--- src/rtl/core/satd_pkg.sv ---
package satd_pkg;

    localparam int SAMPLE_BITS_DEF = 8;
    localparam int LANES           = 4;
    localparam int KEPT_ROWS       = 3;
    localparam int ROUND_BIAS      = 1;
    localparam int COLS_W          = 3;
    localparam int COST_W          = 15;
    localparam int COST_MAX        = 32767;
    localparam int PSUM_W          = 13;
    localparam int PSUM_MAX        = 8191;
    localparam int TOTAL_W         = 32;

    typedef struct packed {
        logic              full;
        logic              ulast;
        logic [PSUM_W-1:0] psum;
    } t_ctl;

endpackage

--- src/rtl/core/satd_if.sv ---
interface satd_in_if import satd_pkg::*; #(
    parameter int RES_W = SAMPLE_BITS_DEF + 1
) ();
    logic                    valid;
    logic                    ready;
    logic signed [RES_W-1:0] res0;
    logic signed [RES_W-1:0] res1;
    logic signed [RES_W-1:0] res2;
    logic signed [RES_W-1:0] res3;
    logic [COLS_W-1:0]       cols_used;
    logic                    tile_full;
    logic                    tile_last_row;
    logic                    unit_last;

    modport source (
        output valid, res0, res1, res2, res3, cols_used, tile_full, tile_last_row, unit_last,
        input  ready
    );
    modport sink (
        input  valid, res0, res1, res2, res3, cols_used, tile_full, tile_last_row, unit_last,
        output ready
    );
endinterface

interface satd_out_if import satd_pkg::*; ();
    logic               valid;
    logic               ready;
    logic [COST_W-1:0]  tile_cost;
    logic [TOTAL_W-1:0] unit_total;
    logic               unit_done;

    modport source (
        output valid, tile_cost, unit_total, unit_done,
        input  ready
    );
    modport sink (
        input  valid, tile_cost, unit_total, unit_done,
        output ready
    );
endinterface

--- src/rtl/core/satd_hadamard4.sv ---
module satd_hadamard4 import satd_pkg::*; #(
    parameter int IN_W = SAMPLE_BITS_DEF + 1
) (
    input  logic signed [IN_W-1:0] i_s [LANES],
    output logic signed [IN_W+1:0] o_h [LANES]
);
    localparam int A_W = IN_W + 1;
    localparam int O_W = IN_W + 2;

    logic signed [A_W-1:0] w_a0, w_a1, w_a2, w_a3;

    assign w_a0 = A_W'(i_s[0]) + A_W'(i_s[3]);
    assign w_a1 = A_W'(i_s[1]) + A_W'(i_s[2]);
    assign w_a2 = A_W'(i_s[1]) - A_W'(i_s[2]);
    assign w_a3 = A_W'(i_s[0]) - A_W'(i_s[3]);

    assign o_h[0] = O_W'(w_a0) + O_W'(w_a1);
    assign o_h[1] = O_W'(w_a3) + O_W'(w_a2);
    assign o_h[2] = O_W'(w_a0) - O_W'(w_a1);
    assign o_h[3] = O_W'(w_a3) - O_W'(w_a2);
endmodule

--- src/rtl/core/satd_lane.sv ---
module satd_lane import satd_pkg::*; #(
    parameter int IN_W = SAMPLE_BITS_DEF + 3
) (
    input  logic                   i_clk,
    input  logic                   i_en,
    input  logic signed [IN_W-1:0] i_col [LANES],
    output logic [IN_W+3:0]        o_sum
);
    localparam int D_W = IN_W + 2;
    localparam int S_W = IN_W + 4;

    logic signed [D_W-1:0] w_d   [LANES];
    logic [D_W-1:0]        w_mag [LANES];
    logic [S_W-1:0]        n_sum;
    logic [S_W-1:0]        r_sum;

    satd_hadamard4 #(.IN_W(IN_W)) u_vert (
        .i_s (i_col),
        .o_h (w_d)
    );

    always_comb begin
        n_sum = '0;
        for (int i = 0; i < LANES; i++) begin
            w_mag[i] = w_d[i][D_W-1] ? D_W'(-w_d[i]) : D_W'(w_d[i]);
            n_sum    = n_sum + S_W'(w_mag[i]);
        end
    end

    always_ff @(posedge i_clk) begin
        if (i_en) begin
            r_sum <= n_sum;
        end
    end

    assign o_sum = r_sum;
endmodule

--- src/rtl/core/satd_merge.sv ---
module satd_merge import satd_pkg::*; #(
    parameter int LANE_W = SAMPLE_BITS_DEF + 7
) (
    input  logic              i_clk,
    input  logic              i_rst_n,
    input  logic              i_valid,
    input  t_ctl              i_ctl,
    input  logic [LANE_W-1:0] i_lane_sum [LANES],
    output logic              o_ready,
    satd_out_if.source        o_res
);
    localparam int SUM_W = LANE_W + 2;
    localparam int CF_W  = LANE_W + 1;

    logic [SUM_W-1:0]   w_sum;
    logic [CF_W-1:0]    w_cf;
    logic [COST_W-1:0]  w_cost_full;
    logic [COST_W-1:0]  n_cost;
    logic [TOTAL_W:0]   w_total_wide;
    logic [TOTAL_W-1:0] n_total;
    logic               w_rdy3, w_rdy4;

    logic               r_v3, r_v4;
    logic [COST_W-1:0]  r_cost3;
    logic               r_ulast3;
    logic [TOTAL_W-1:0] r_acc;
    logic [COST_W-1:0]  r_out_cost;
    logic [TOTAL_W-1:0] r_out_total;
    logic               r_out_done;

    always_comb begin
        w_sum = SUM_W'(ROUND_BIAS);
        for (int i = 0; i < LANES; i++) begin
            w_sum = w_sum + SUM_W'(i_lane_sum[i]);
        end
    end

    assign w_cf        = CF_W'(w_sum >> 1);
    assign w_cost_full = (w_cf > CF_W'(COST_MAX)) ? COST_W'(COST_MAX) : w_cf[COST_W-1:0];
    assign n_cost      = i_ctl.full ? w_cost_full : COST_W'(i_ctl.psum);

    assign w_total_wide = {1'b0, r_acc} + (TOTAL_W+1)'(r_cost3);
    assign n_total      = w_total_wide[TOTAL_W] ? '1 : w_total_wide[TOTAL_W-1:0];

    assign w_rdy4  = !r_v4 || o_res.ready;
    assign w_rdy3  = !r_v3 || w_rdy4;
    assign o_ready = w_rdy3;

    always_ff @(posedge i_clk) begin
        if (!i_rst_n) begin
            r_v3  <= 1'b0;
            r_v4  <= 1'b0;
            r_acc <= '0;
        end else begin
            if (w_rdy3) begin
                r_v3 <= i_valid;
            end
            if (w_rdy4) begin
                r_v4 <= r_v3;
                if (r_v3) begin
                    r_acc <= r_ulast3 ? '0 : n_total;
                end
            end
        end
    end

    always_ff @(posedge i_clk) begin
        if (w_rdy3) begin
            r_cost3  <= n_cost;
            r_ulast3 <= i_ctl.ulast;
        end
        if (w_rdy4) begin
            r_out_cost  <= r_cost3;
            r_out_total <= n_total;
            r_out_done  <= r_ulast3;
        end
    end

    assign o_res.valid      = r_v4;
    assign o_res.tile_cost  = r_out_cost;
    assign o_res.unit_total = r_out_total;
    assign o_res.unit_done  = r_out_done;

    a_acc_clear: assert property (@(posedge i_clk) disable iff (!i_rst_n)
        (w_rdy4 && r_v3 && r_ulast3) |=> (r_acc == '0))
        else $error("unit total not cleared after closing tile");

    a_total_ge_cost: assert property (@(posedge i_clk) disable iff (!i_rst_n)
        r_v4 |-> (r_out_total >= TOTAL_W'(r_out_cost)))
        else $error("unit total below tile cost");

    a_out_hold: assert property (@(posedge i_clk) disable iff (!i_rst_n)
        (r_v4 && !o_res.ready) |=> (r_v4 && $stable(r_out_total)))
        else $error("stalled result changed");
endmodule

--- src/rtl/core/satd_4x4_hadamard_accumulator.sv ---
// A tile's last row, once accepted, is registered through the column stage, the lane sums
// and both merge stages before its result is valid.
// One row transaction per cycle while no stage is stalled; one result per tile, none for other rows.
// After the row transform come four column lanes (vertical transform) and a two-stage merge.
// Reset (synchronous, active low) clears row count, partial sum, unit total and valids;
// kept row transforms are not cleared.
module satd_4x4_hadamard_accumulator import satd_pkg::*; #(
    parameter int SAMPLE_BITS = SAMPLE_BITS_DEF
) (
    input  logic       i_clk,
    input  logic       i_rst_n,
    satd_in_if.sink    i_in,
    satd_out_if.source o_res
);
    localparam int RES_W  = SAMPLE_BITS + 1;
    localparam int H_W    = SAMPLE_BITS + 3;
    localparam int LANE_W = H_W + 4;
    localparam int RS_W   = SAMPLE_BITS + 3;
    localparam int PW     = ((RS_W > PSUM_W) ? RS_W : PSUM_W) + 1;

    logic signed [RES_W-1:0] w_s   [LANES];
    logic [RES_W-1:0]        w_mag [LANES];
    logic signed [H_W-1:0]   w_h   [LANES];
    logic [RS_W-1:0]         w_rsum;
    logic [PW-1:0]           w_psum_wide;
    logic [PSUM_W-1:0]       n_psum;
    logic                    w_acc, w_acc_last;
    logic                    w_rdy1, w_rdy2, w_rdy3;
    logic [LANE_W-1:0]       w_lane_sum [LANES];

    logic signed [H_W-1:0]   r_rows [KEPT_ROWS][LANES];
    logic [1:0]              r_row_cnt;
    logic [PSUM_W-1:0]       r_psum;
    logic                    r_v1, r_v2;
    logic signed [H_W-1:0]   r_col [LANES][LANES];
    t_ctl                    r_ctl1, r_ctl2;

    assign w_s[0] = i_in.res0;
    assign w_s[1] = i_in.res1;
    assign w_s[2] = i_in.res2;
    assign w_s[3] = i_in.res3;

    satd_hadamard4 #(.IN_W(RES_W)) u_hrow (
        .i_s (w_s),
        .o_h (w_h)
    );

    always_comb begin
        w_rsum = '0;
        for (int i = 0; i < LANES; i++) begin
            w_mag[i] = w_s[i][RES_W-1] ? RES_W'(-w_s[i]) : RES_W'(w_s[i]);
            if (COLS_W'(i) < i_in.cols_used) begin
                w_rsum = w_rsum + RS_W'(w_mag[i]);
            end
        end
    end

    assign w_psum_wide = PW'(r_psum) + PW'(w_rsum);
    assign n_psum      = (w_psum_wide > PW'(PSUM_MAX)) ? PSUM_W'(PSUM_MAX)
                                                       : w_psum_wide[PSUM_W-1:0];

    assign w_rdy2      = !r_v2 || w_rdy3;
    assign w_rdy1      = !r_v1 || w_rdy2;
    assign i_in.ready  = w_rdy1;
    assign w_acc       = i_in.valid && w_rdy1;
    assign w_acc_last  = w_acc && i_in.tile_last_row;

    always_ff @(posedge i_clk) begin
        if (!i_rst_n) begin
            r_row_cnt <= '0;
            r_psum    <= '0;
            r_v1      <= 1'b0;
            r_v2      <= 1'b0;
        end else begin
            if (w_acc) begin
                if (i_in.tile_last_row) begin
                    r_row_cnt <= '0;
                    r_psum    <= '0;
                end else begin
                    r_psum <= n_psum;
                    if (r_row_cnt != 2'(KEPT_ROWS)) begin
                        r_row_cnt <= r_row_cnt + 2'd1;
                    end
                end
            end
            if (w_rdy1) begin
                r_v1 <= w_acc_last;
            end
            if (w_rdy2) begin
                r_v2 <= r_v1;
            end
        end
    end

    always_ff @(posedge i_clk) begin
        if (w_acc && !i_in.tile_last_row && r_row_cnt != 2'(KEPT_ROWS)) begin
            r_rows[r_row_cnt] <= w_h;
        end
        if (w_rdy1) begin
            for (int k = 0; k < LANES; k++) begin
                for (int j = 0; j < KEPT_ROWS; j++) begin
                    r_col[k][j] <= r_rows[j][k];
                end
                r_col[k][KEPT_ROWS] <= w_h[k];
            end
            r_ctl1 <= '{full: i_in.tile_full, ulast: i_in.unit_last, psum: n_psum};
        end
        if (w_rdy2) begin
            r_ctl2 <= r_ctl1;
        end
    end

    for (genvar k = 0; k < LANES; k++) begin : g_lane
        satd_lane #(.IN_W(H_W)) u_lane (
            .i_clk (i_clk),
            .i_en  (w_rdy2),
            .i_col (r_col[k]),
            .o_sum (w_lane_sum[k])
        );
    end

    satd_merge #(.LANE_W(LANE_W)) u_merge (
        .i_clk      (i_clk),
        .i_rst_n    (i_rst_n),
        .i_valid    (r_v2),
        .i_ctl      (r_ctl2),
        .i_lane_sum (w_lane_sum),
        .o_ready    (w_rdy3),
        .o_res      (o_res)
    );

    a_row_state_clear: assert property (@(posedge i_clk) disable iff (!i_rst_n)
        w_acc_last |=> (r_row_cnt == '0 && r_psum == '0))
        else $error("row state not cleared after last row");

    a_v1_source: assert property (@(posedge i_clk) disable iff (!i_rst_n)
        $rose(r_v1) |-> $past(w_acc_last))
        else $error("tile entered pipeline without a last row");

    a_v1_hold: assert property (@(posedge i_clk) disable iff (!i_rst_n)
        (r_v1 && !w_rdy2) |=> (r_v1 && $stable(r_ctl1)))
        else $error("stalled tile lost in first stage");
endmodule

--- src/flat_wrapper.sv ---
// flat-port wrapper written by rule: the top's interface ports become plain ports
module satd_4x4_hadamard_accumulator_flat import satd_pkg::*;
#(
    parameter int SAMPLE_BITS = SAMPLE_BITS_DEF
)
  (i_clk, i_rst_n, i_in_valid, i_in_res0, i_in_res1, i_in_res2, i_in_res3, i_in_cols_used, i_in_tile_full, i_in_tile_last_row, i_in_unit_last, i_in_ready, o_res_valid, o_res_tile_cost, o_res_unit_total, o_res_unit_done, o_res_ready);
  satd_in_if #(.RES_W((SAMPLE_BITS_DEF + 1))) i_in_i ();
  satd_out_if o_res_i ();
  input  logic i_clk;
  input  logic i_rst_n;
  input wire logic [$bits(i_in_i.valid)-1:0] i_in_valid;
  input wire logic [$bits(i_in_i.res0)-1:0] i_in_res0;
  input wire logic [$bits(i_in_i.res1)-1:0] i_in_res1;
  input wire logic [$bits(i_in_i.res2)-1:0] i_in_res2;
  input wire logic [$bits(i_in_i.res3)-1:0] i_in_res3;
  input wire logic [$bits(i_in_i.cols_used)-1:0] i_in_cols_used;
  input wire logic [$bits(i_in_i.tile_full)-1:0] i_in_tile_full;
  input wire logic [$bits(i_in_i.tile_last_row)-1:0] i_in_tile_last_row;
  input wire logic [$bits(i_in_i.unit_last)-1:0] i_in_unit_last;
  output wire logic [$bits(i_in_i.ready)-1:0] i_in_ready;
  output wire logic [$bits(o_res_i.valid)-1:0] o_res_valid;
  output wire logic [$bits(o_res_i.tile_cost)-1:0] o_res_tile_cost;
  output wire logic [$bits(o_res_i.unit_total)-1:0] o_res_unit_total;
  output wire logic [$bits(o_res_i.unit_done)-1:0] o_res_unit_done;
  input wire logic [$bits(o_res_i.ready)-1:0] o_res_ready;
  assign i_in_i.valid = i_in_valid;
  assign i_in_i.res0 = i_in_res0;
  assign i_in_i.res1 = i_in_res1;
  assign i_in_i.res2 = i_in_res2;
  assign i_in_i.res3 = i_in_res3;
  assign i_in_i.cols_used = i_in_cols_used;
  assign i_in_i.tile_full = i_in_tile_full;
  assign i_in_i.tile_last_row = i_in_tile_last_row;
  assign i_in_i.unit_last = i_in_unit_last;
  assign i_in_ready = i_in_i.ready;
  assign o_res_valid = o_res_i.valid;
  assign o_res_tile_cost = o_res_i.tile_cost;
  assign o_res_unit_total = o_res_i.unit_total;
  assign o_res_unit_done = o_res_i.unit_done;
  assign o_res_i.ready = o_res_ready;
  satd_4x4_hadamard_accumulator #(.SAMPLE_BITS(SAMPLE_BITS)) u_core (.i_clk(i_clk), .i_rst_n(i_rst_n), .i_in(i_in_i), .o_res(o_res_i));
endmodule
--- config.mk ---
export PLATFORM = sky130hd
export DESIGN_NAME = satd_4x4_hadamard_accumulator_flat
export DESIGN_NICKNAME = d
export VERILOG_FILES = /design/src/rtl/core/satd_pkg.sv /design/src/rtl/core/satd_if.sv /design/src/rtl/core/satd_hadamard4.sv /design/src/rtl/core/satd_lane.sv /design/src/rtl/core/satd_merge.sv /design/src/rtl/core/satd_4x4_hadamard_accumulator.sv /design/src/flat_wrapper.sv
export SDC_FILE = /design/constraint.sdc
export NUM_CORES = 2
export LEC_CHECK = 0
export BUFFER_PORTS_ARGS = -buffer_cell sky130_fd_sc_hd__buf_2
export CORE_AREA = 4 4 349 351
export CTS_BUF_LIST = sky130_fd_sc_hd__clkbuf_4
export CTS_CLUSTER_SIZE = 8
export DETAILED_ROUTE_END_ITERATION = 7
export DIE_AREA = 0 0 353 355
export PLACE_DENSITY = 0.59
export SLEW_MARGIN = 20
export SYNTH_ARGS = -nofsm -noshare
export SYNTH_HDL_FRONTEND = slang
export SYNTH_SLANG_ARGS = --single-unit
--- constraint.sdc ---
create_clock -name i_clk -period 9.1 [get_ports i_clk]
set_input_delay 0.455 -clock i_clk [delete_from_list [all_inputs] [get_ports i_clk]]
set_output_delay 0.455 -clock i_clk [all_outputs]
set_load 0.005 [all_outputs]
==> impl_summary.txt <==
----------------------------------------------------
[Status]
  Result of the run ... completed

[Synthesis]
  Post-synthesis share of cell area spent on full adders, half adders and majority gates ... 0.228
  Share of synthesized area spent on multiplexers ... 0.00680
  Fraction of the yosys area taken by sequential cells ... 0.306
  Cell area after synthesis ... 47300 µm²
  Net count of the mapped netlist ... 5771
  Yosys cell types ... 86
  Post-Syn Instances ... 4968
  Simple-gate area share of the yosys netlist ... 0.126
  Post-synth top flop ... sky130_fd_sc_hd__edfxtp_1
  Xor/xnor share of the synthesized area ... 0.117
  Fraction of registers with async set/reset ... 0
  Number of enable flip-flop cells after synthesis ... 448
  Yosys warning total ... 0
  Area fraction in compound gates after synthesis ... 0.160
  Avg Cell Area, Syn ... 9.52 µm²
  Number of synthesized register bits ... 499
  Combinational family with the most area after synthesis ... adder cells

[Routing]
  Final wirelength ... 112000 µm
  DRC Markers ... 0
  Number of routed nets with antenna violations ... 0
  Initial DRT Pass Iterations ... 5
  Detailed-routed wire length on met3 ... 4060 µm
  Vias after detailed routing ... 34700
  Number of violations reported at the end of detailed-routing iteration 0 ... 2097
  Metal-1 WL ... 56800 µm
  Wire length per cell after detailed routing ... 16.6 µm
  Top Layer Used ... met4
  Post-detailed-route via-to-cell ratio ... 5.13
  Routed length on met2 ... 49100 µm

[Die]
  Core Box Area ... 119000 µm²
  Horizontal die dimension ... 353 µm
  I/O pin cnt ... 96
  Effective utilization at floorplan ... 0.397
  Chip Height ... 355 µm
  Die outline area ... 125000 µm²
  Cell row count ... 127

[GRT]
  Gr ovfl total ... 0
  Global-route wire length before repair ... 178000 µm
  Pin count of the biggest net entering global routing ... 183
  Initial antenna violation count ... 2
  Total routing usage reported by global routing ... 0.177
  Via count of the first global-routing pass ... 33800

[Setup path]
  Crit end category ... flop
  Data required time at the worst endpoint ... 9.85 ns
  CP dominant cell by count ... sky130_fd_sc_hd__o21ai_0
  Arrival time reported for the critical path endpoint ... 8.37 ns
  Critical-path maximum fanout ... 7
  Type of the setup path with the least slack ... reg -> reg
  Startpoint kind of the worst setup timing path ... flop
  Critical path's slowest cell ... sky130_fd_sc_hd__o31ai_2
  Slowest Stage Delay on Critical Path ... 0.52 ns

[Finish]
  Filler cell count in the final layout ... 11600
  Leading cell types in the layout, fill and taps excluded ... sky130_fd_sc_hd__ha_1 (582), sky130_fd_sc_hd__inv_1 (572), sky130_fd_sc_hd__edfxtp_1 (448)
  Combined area of the multi-input logic cells ... 30200 µm²
  Leading cell type in the layout, fill and taps excluded ... sky130_fd_sc_hd__ha_1
  Sequential cell area in the final layout ... 14500 µm²
  P&R area growth vs syn ... 8.30%
  Nets ... 5910
  Layout cells sized above 1 ... 0.0777

[Timing]
  Minimum period implied by the final worst setup slack ... 7.62 ns
  Tightest slew margin relative to the limit ... 0.332
  Final Hold Viols ... 0
  RSZ-0062 raised after global routing ... false
  Timing-limited maximum frequency ... 131 MHz
  Final cycle utilization of the critical path ... 0.837
  Transition time at the pin with the least slew margin ... 1.00 ns
  Count of final max-slew check failures ... 0
  PnR worst setup slack ... 1.48 ns
  Worst setup skew after layout ... 0.0595 ns
  Final setup vio count ... 0
  Setup Total Neg Slack ... 0 ns

[Clock network]
  H-tree depth ... 4
  Clock Sinks ... 499
  TritonCTS clock tree ... yes
  Clock transition at path regs ... 0.07 ns
  Number of clock buffers inserted by TritonCTS ... 133
  Cell at the root of the clock tree ... sky130_fd_sc_hd__clkbuf_4
  Max clock buf depth ... 3
  Clk_lat worst skew ... 1.03 ns

[Place]
  Number of buffers added on ports ... 95
  Last weighted congestion value of the routability-driven placer ... 0.923
  Dpl ws ... 1.39 ns
  Placed wire-length estimate after detailed placement ... 92500 µm

[Hold path]
  Class of the most critical hold timing path ... in -> reg

[Job]
  Total of max-cap violations ... 0

----------------------------------------------------
-- Yosys cell counts (10+ instances only) --
| master | count | area [µm²] |
|---|---|---|
| sky130_fd_sc_hd__or4_1 | 18 | 135 |
| sky130_fd_sc_hd__o31a_1 | 19 | 166 |
| sky130_fd_sc_hd__dfxtp_1 | 51 | 1020 |
| sky130_fd_sc_hd__nand2b_1 | 60 | 375 |
| sky130_fd_sc_hd__nand3_1 | 78 | 390 |
| sky130_fd_sc_hd__nor3_1 | 99 | 495 |
| sky130_fd_sc_hd__xnor2_1 | 426 | 3730 |
| sky130_fd_sc_hd__xor2_1 | 208 | 1820 |
| sky130_fd_sc_hd__inv_1 | 574 | 2150 |
| sky130_fd_sc_hd__fa_1 | 175 | 3500 |
| sky130_fd_sc_hd__a22o_1 | 36 | 315 |
| sky130_fd_sc_hd__nand4_1 | 17 | 106 |
| sky130_fd_sc_hd__nand3b_1 | 19 | 143 |
| sky130_fd_sc_hd__a21oi_1 | 324 | 1620 |
| sky130_fd_sc_hd__clkbuf_1 | 88 | 330 |
| sky130_fd_sc_hd__or2_2 | 27 | 169 |
| sky130_fd_sc_hd__a211oi_1 | 29 | 218 |
| sky130_fd_sc_hd__nor3b_1 | 17 | 128 |
| sky130_fd_sc_hd__a31oi_1 | 57 | 357 |
| sky130_fd_sc_hd__a31o_2 | 11 | 96.3 |
| sky130_fd_sc_hd__a41oi_1 | 11 | 96.3 |
| sky130_fd_sc_hd__o22ai_1 | 10 | 62.6 |
| sky130_fd_sc_hd__a21o_1 | 84 | 631 |
| sky130_fd_sc_hd__or3_1 | 24 | 150 |
| sky130_fd_sc_hd__o41ai_1 | 18 | 158 |
| sky130_fd_sc_hd__and3_1 | 48 | 300 |
| sky130_fd_sc_hd__a21boi_0 | 16 | 120 |
| sky130_fd_sc_hd__a311oi_1 | 14 | 123 |
| sky130_fd_sc_hd__mux2_2 | 17 | 191 |
| sky130_fd_sc_hd__o31ai_1 | 59 | 443 |
| sky130_fd_sc_hd__buf_2 | 19 | 95.1 |
| sky130_fd_sc_hd__nor2b_1 | 76 | 475 |
| sky130_fd_sc_hd__a2111oi_0 | 16 | 140 |
| sky130_fd_sc_hd__and2_1 | 39 | 244 |
| sky130_fd_sc_hd__nor2_1 | 359 | 1350 |
| sky130_fd_sc_hd__nor4_1 | 35 | 219 |
| sky130_fd_sc_hd__edfxtp_1 | 448 | 13500 |
| sky130_fd_sc_hd__mux2i_1 | 13 | 130 |
| sky130_fd_sc_hd__nand2_1 | 255 | 957 |
| sky130_fd_sc_hd__o211ai_1 | 12 | 90.1 |
| sky130_fd_sc_hd__o21bai_1 | 91 | 683 |
| sky130_fd_sc_hd__o21ai_0 | 214 | 1070 |
| sky130_fd_sc_hd__o21a_1 | 42 | 315 |
| sky130_fd_sc_hd__ha_1 | 582 | 7280 |
-- layer usage --
| layer | GRT usage | up-vias |
|---|---|---|
| met5 | 0 | - |
| met4 | 0.0500 | 0 |
| met3 | 0.0244 | 126 |
| met2 | 0.280 | 603 |
| met1 | 0.254 | 16200 |
| li1 | - | 17800 |
-- cell type report --
| class | instances | share of cell area |
|---|---|---|
| inverter | 574 | 0.0421 |
| clock buffer | 181 | 0.0265 |
| sequential | 499 | 0.283 |
| multi-input combinational | 3781 | 0.590 |
| timing repair buffer | 118 | 0.0134 |
| clock inverter | 60 | 0.00726 |
| antenna | 1 | 0.0000489 |
| tap | 1548 | 0.0378 |
-- metrics by stage --
stage               utilization  std cells  cell area [µm²]  hold slack, ns
finish                    0.430       6762            51200           0.182
CTS                       0.430       6761            51200         0.00575
global placement          0.415       6510            49400           0.400
floorplan                     -       4968            47300           0.400
global route              0.430       6762            51200          0.0655
detailed placement        0.415       6510            49400           0.405
-- worst max-delay path: cells and delay by family (launching register included) --
family | cells | cell delay, ns
buf+inv | 3 | 0.25
simple gates | 7 | 0.96
compound gates | 15 | 3.64
xor+xnor | 2 | 0.24
flops | 1 | 0.45
fa+ha+maj | 6 | 1.82
-- sequential cells by signal (all words and copies together), names as in the netlist, 15 cells and up --
name,flops
u_core.u_merge.r_cost3,15
u_core.r_rows,126
u_core.u_merge.r_acc,32
u_core.g_lane.u_lane.o_sum,60
u_core.r_ctl1,15
u_core.u_merge.o_res.tile_cost,15
u_core.r_col,168
u_core.r_ctl2,15
u_core.u_merge.o_res.unit_total,32
-- timing repair --
item / 4_1_cts / 5_1_grt
gates resized for setup: 0 / 0
endpoints found under the hold margin: 14 / 0
endpoints found under the setup margin: 0 / 0
hold buffers: 10 / 0
setup buffers: 0 / 0
-- path summary, 6_finish.rpt --
| path | start | to | slack [ns] | cells after the start |
|---|---|---|---|---|
| setup / recovery | u_core.r_col[1][12] | u_core.g_lane[1].u_lane.o_sum[13] | 1.48 | 33 |
| hold / removal | i_in_tile_full | u_core.r_ctl1[14] | 0.18 | 2 |
| setup reg to reg | u_core.r_col[1][12] | u_core.g_lane[1].u_lane.o_sum[13] | 1.48 | 33 |
| hold reg to reg | u_core.r_rows[1][10] | u_core.r_col[3][32] | 0.38 | 0 |
-- kinds of logic (layout without fill, tap and decap cells) --
group           after synthesis  after routing
other cells                   0              1
fa+ha+maj                   757            757
simple gates               1205           1205
flops                       499            499
buf+inv                     688            933
mux                          30             30
compound gates             1155           1155
xor+xnor                    634            634
Power is left out: the tool's default activity adds up to more than one toggle a clock period on the data nets, which glitch-free logic cannot reach.
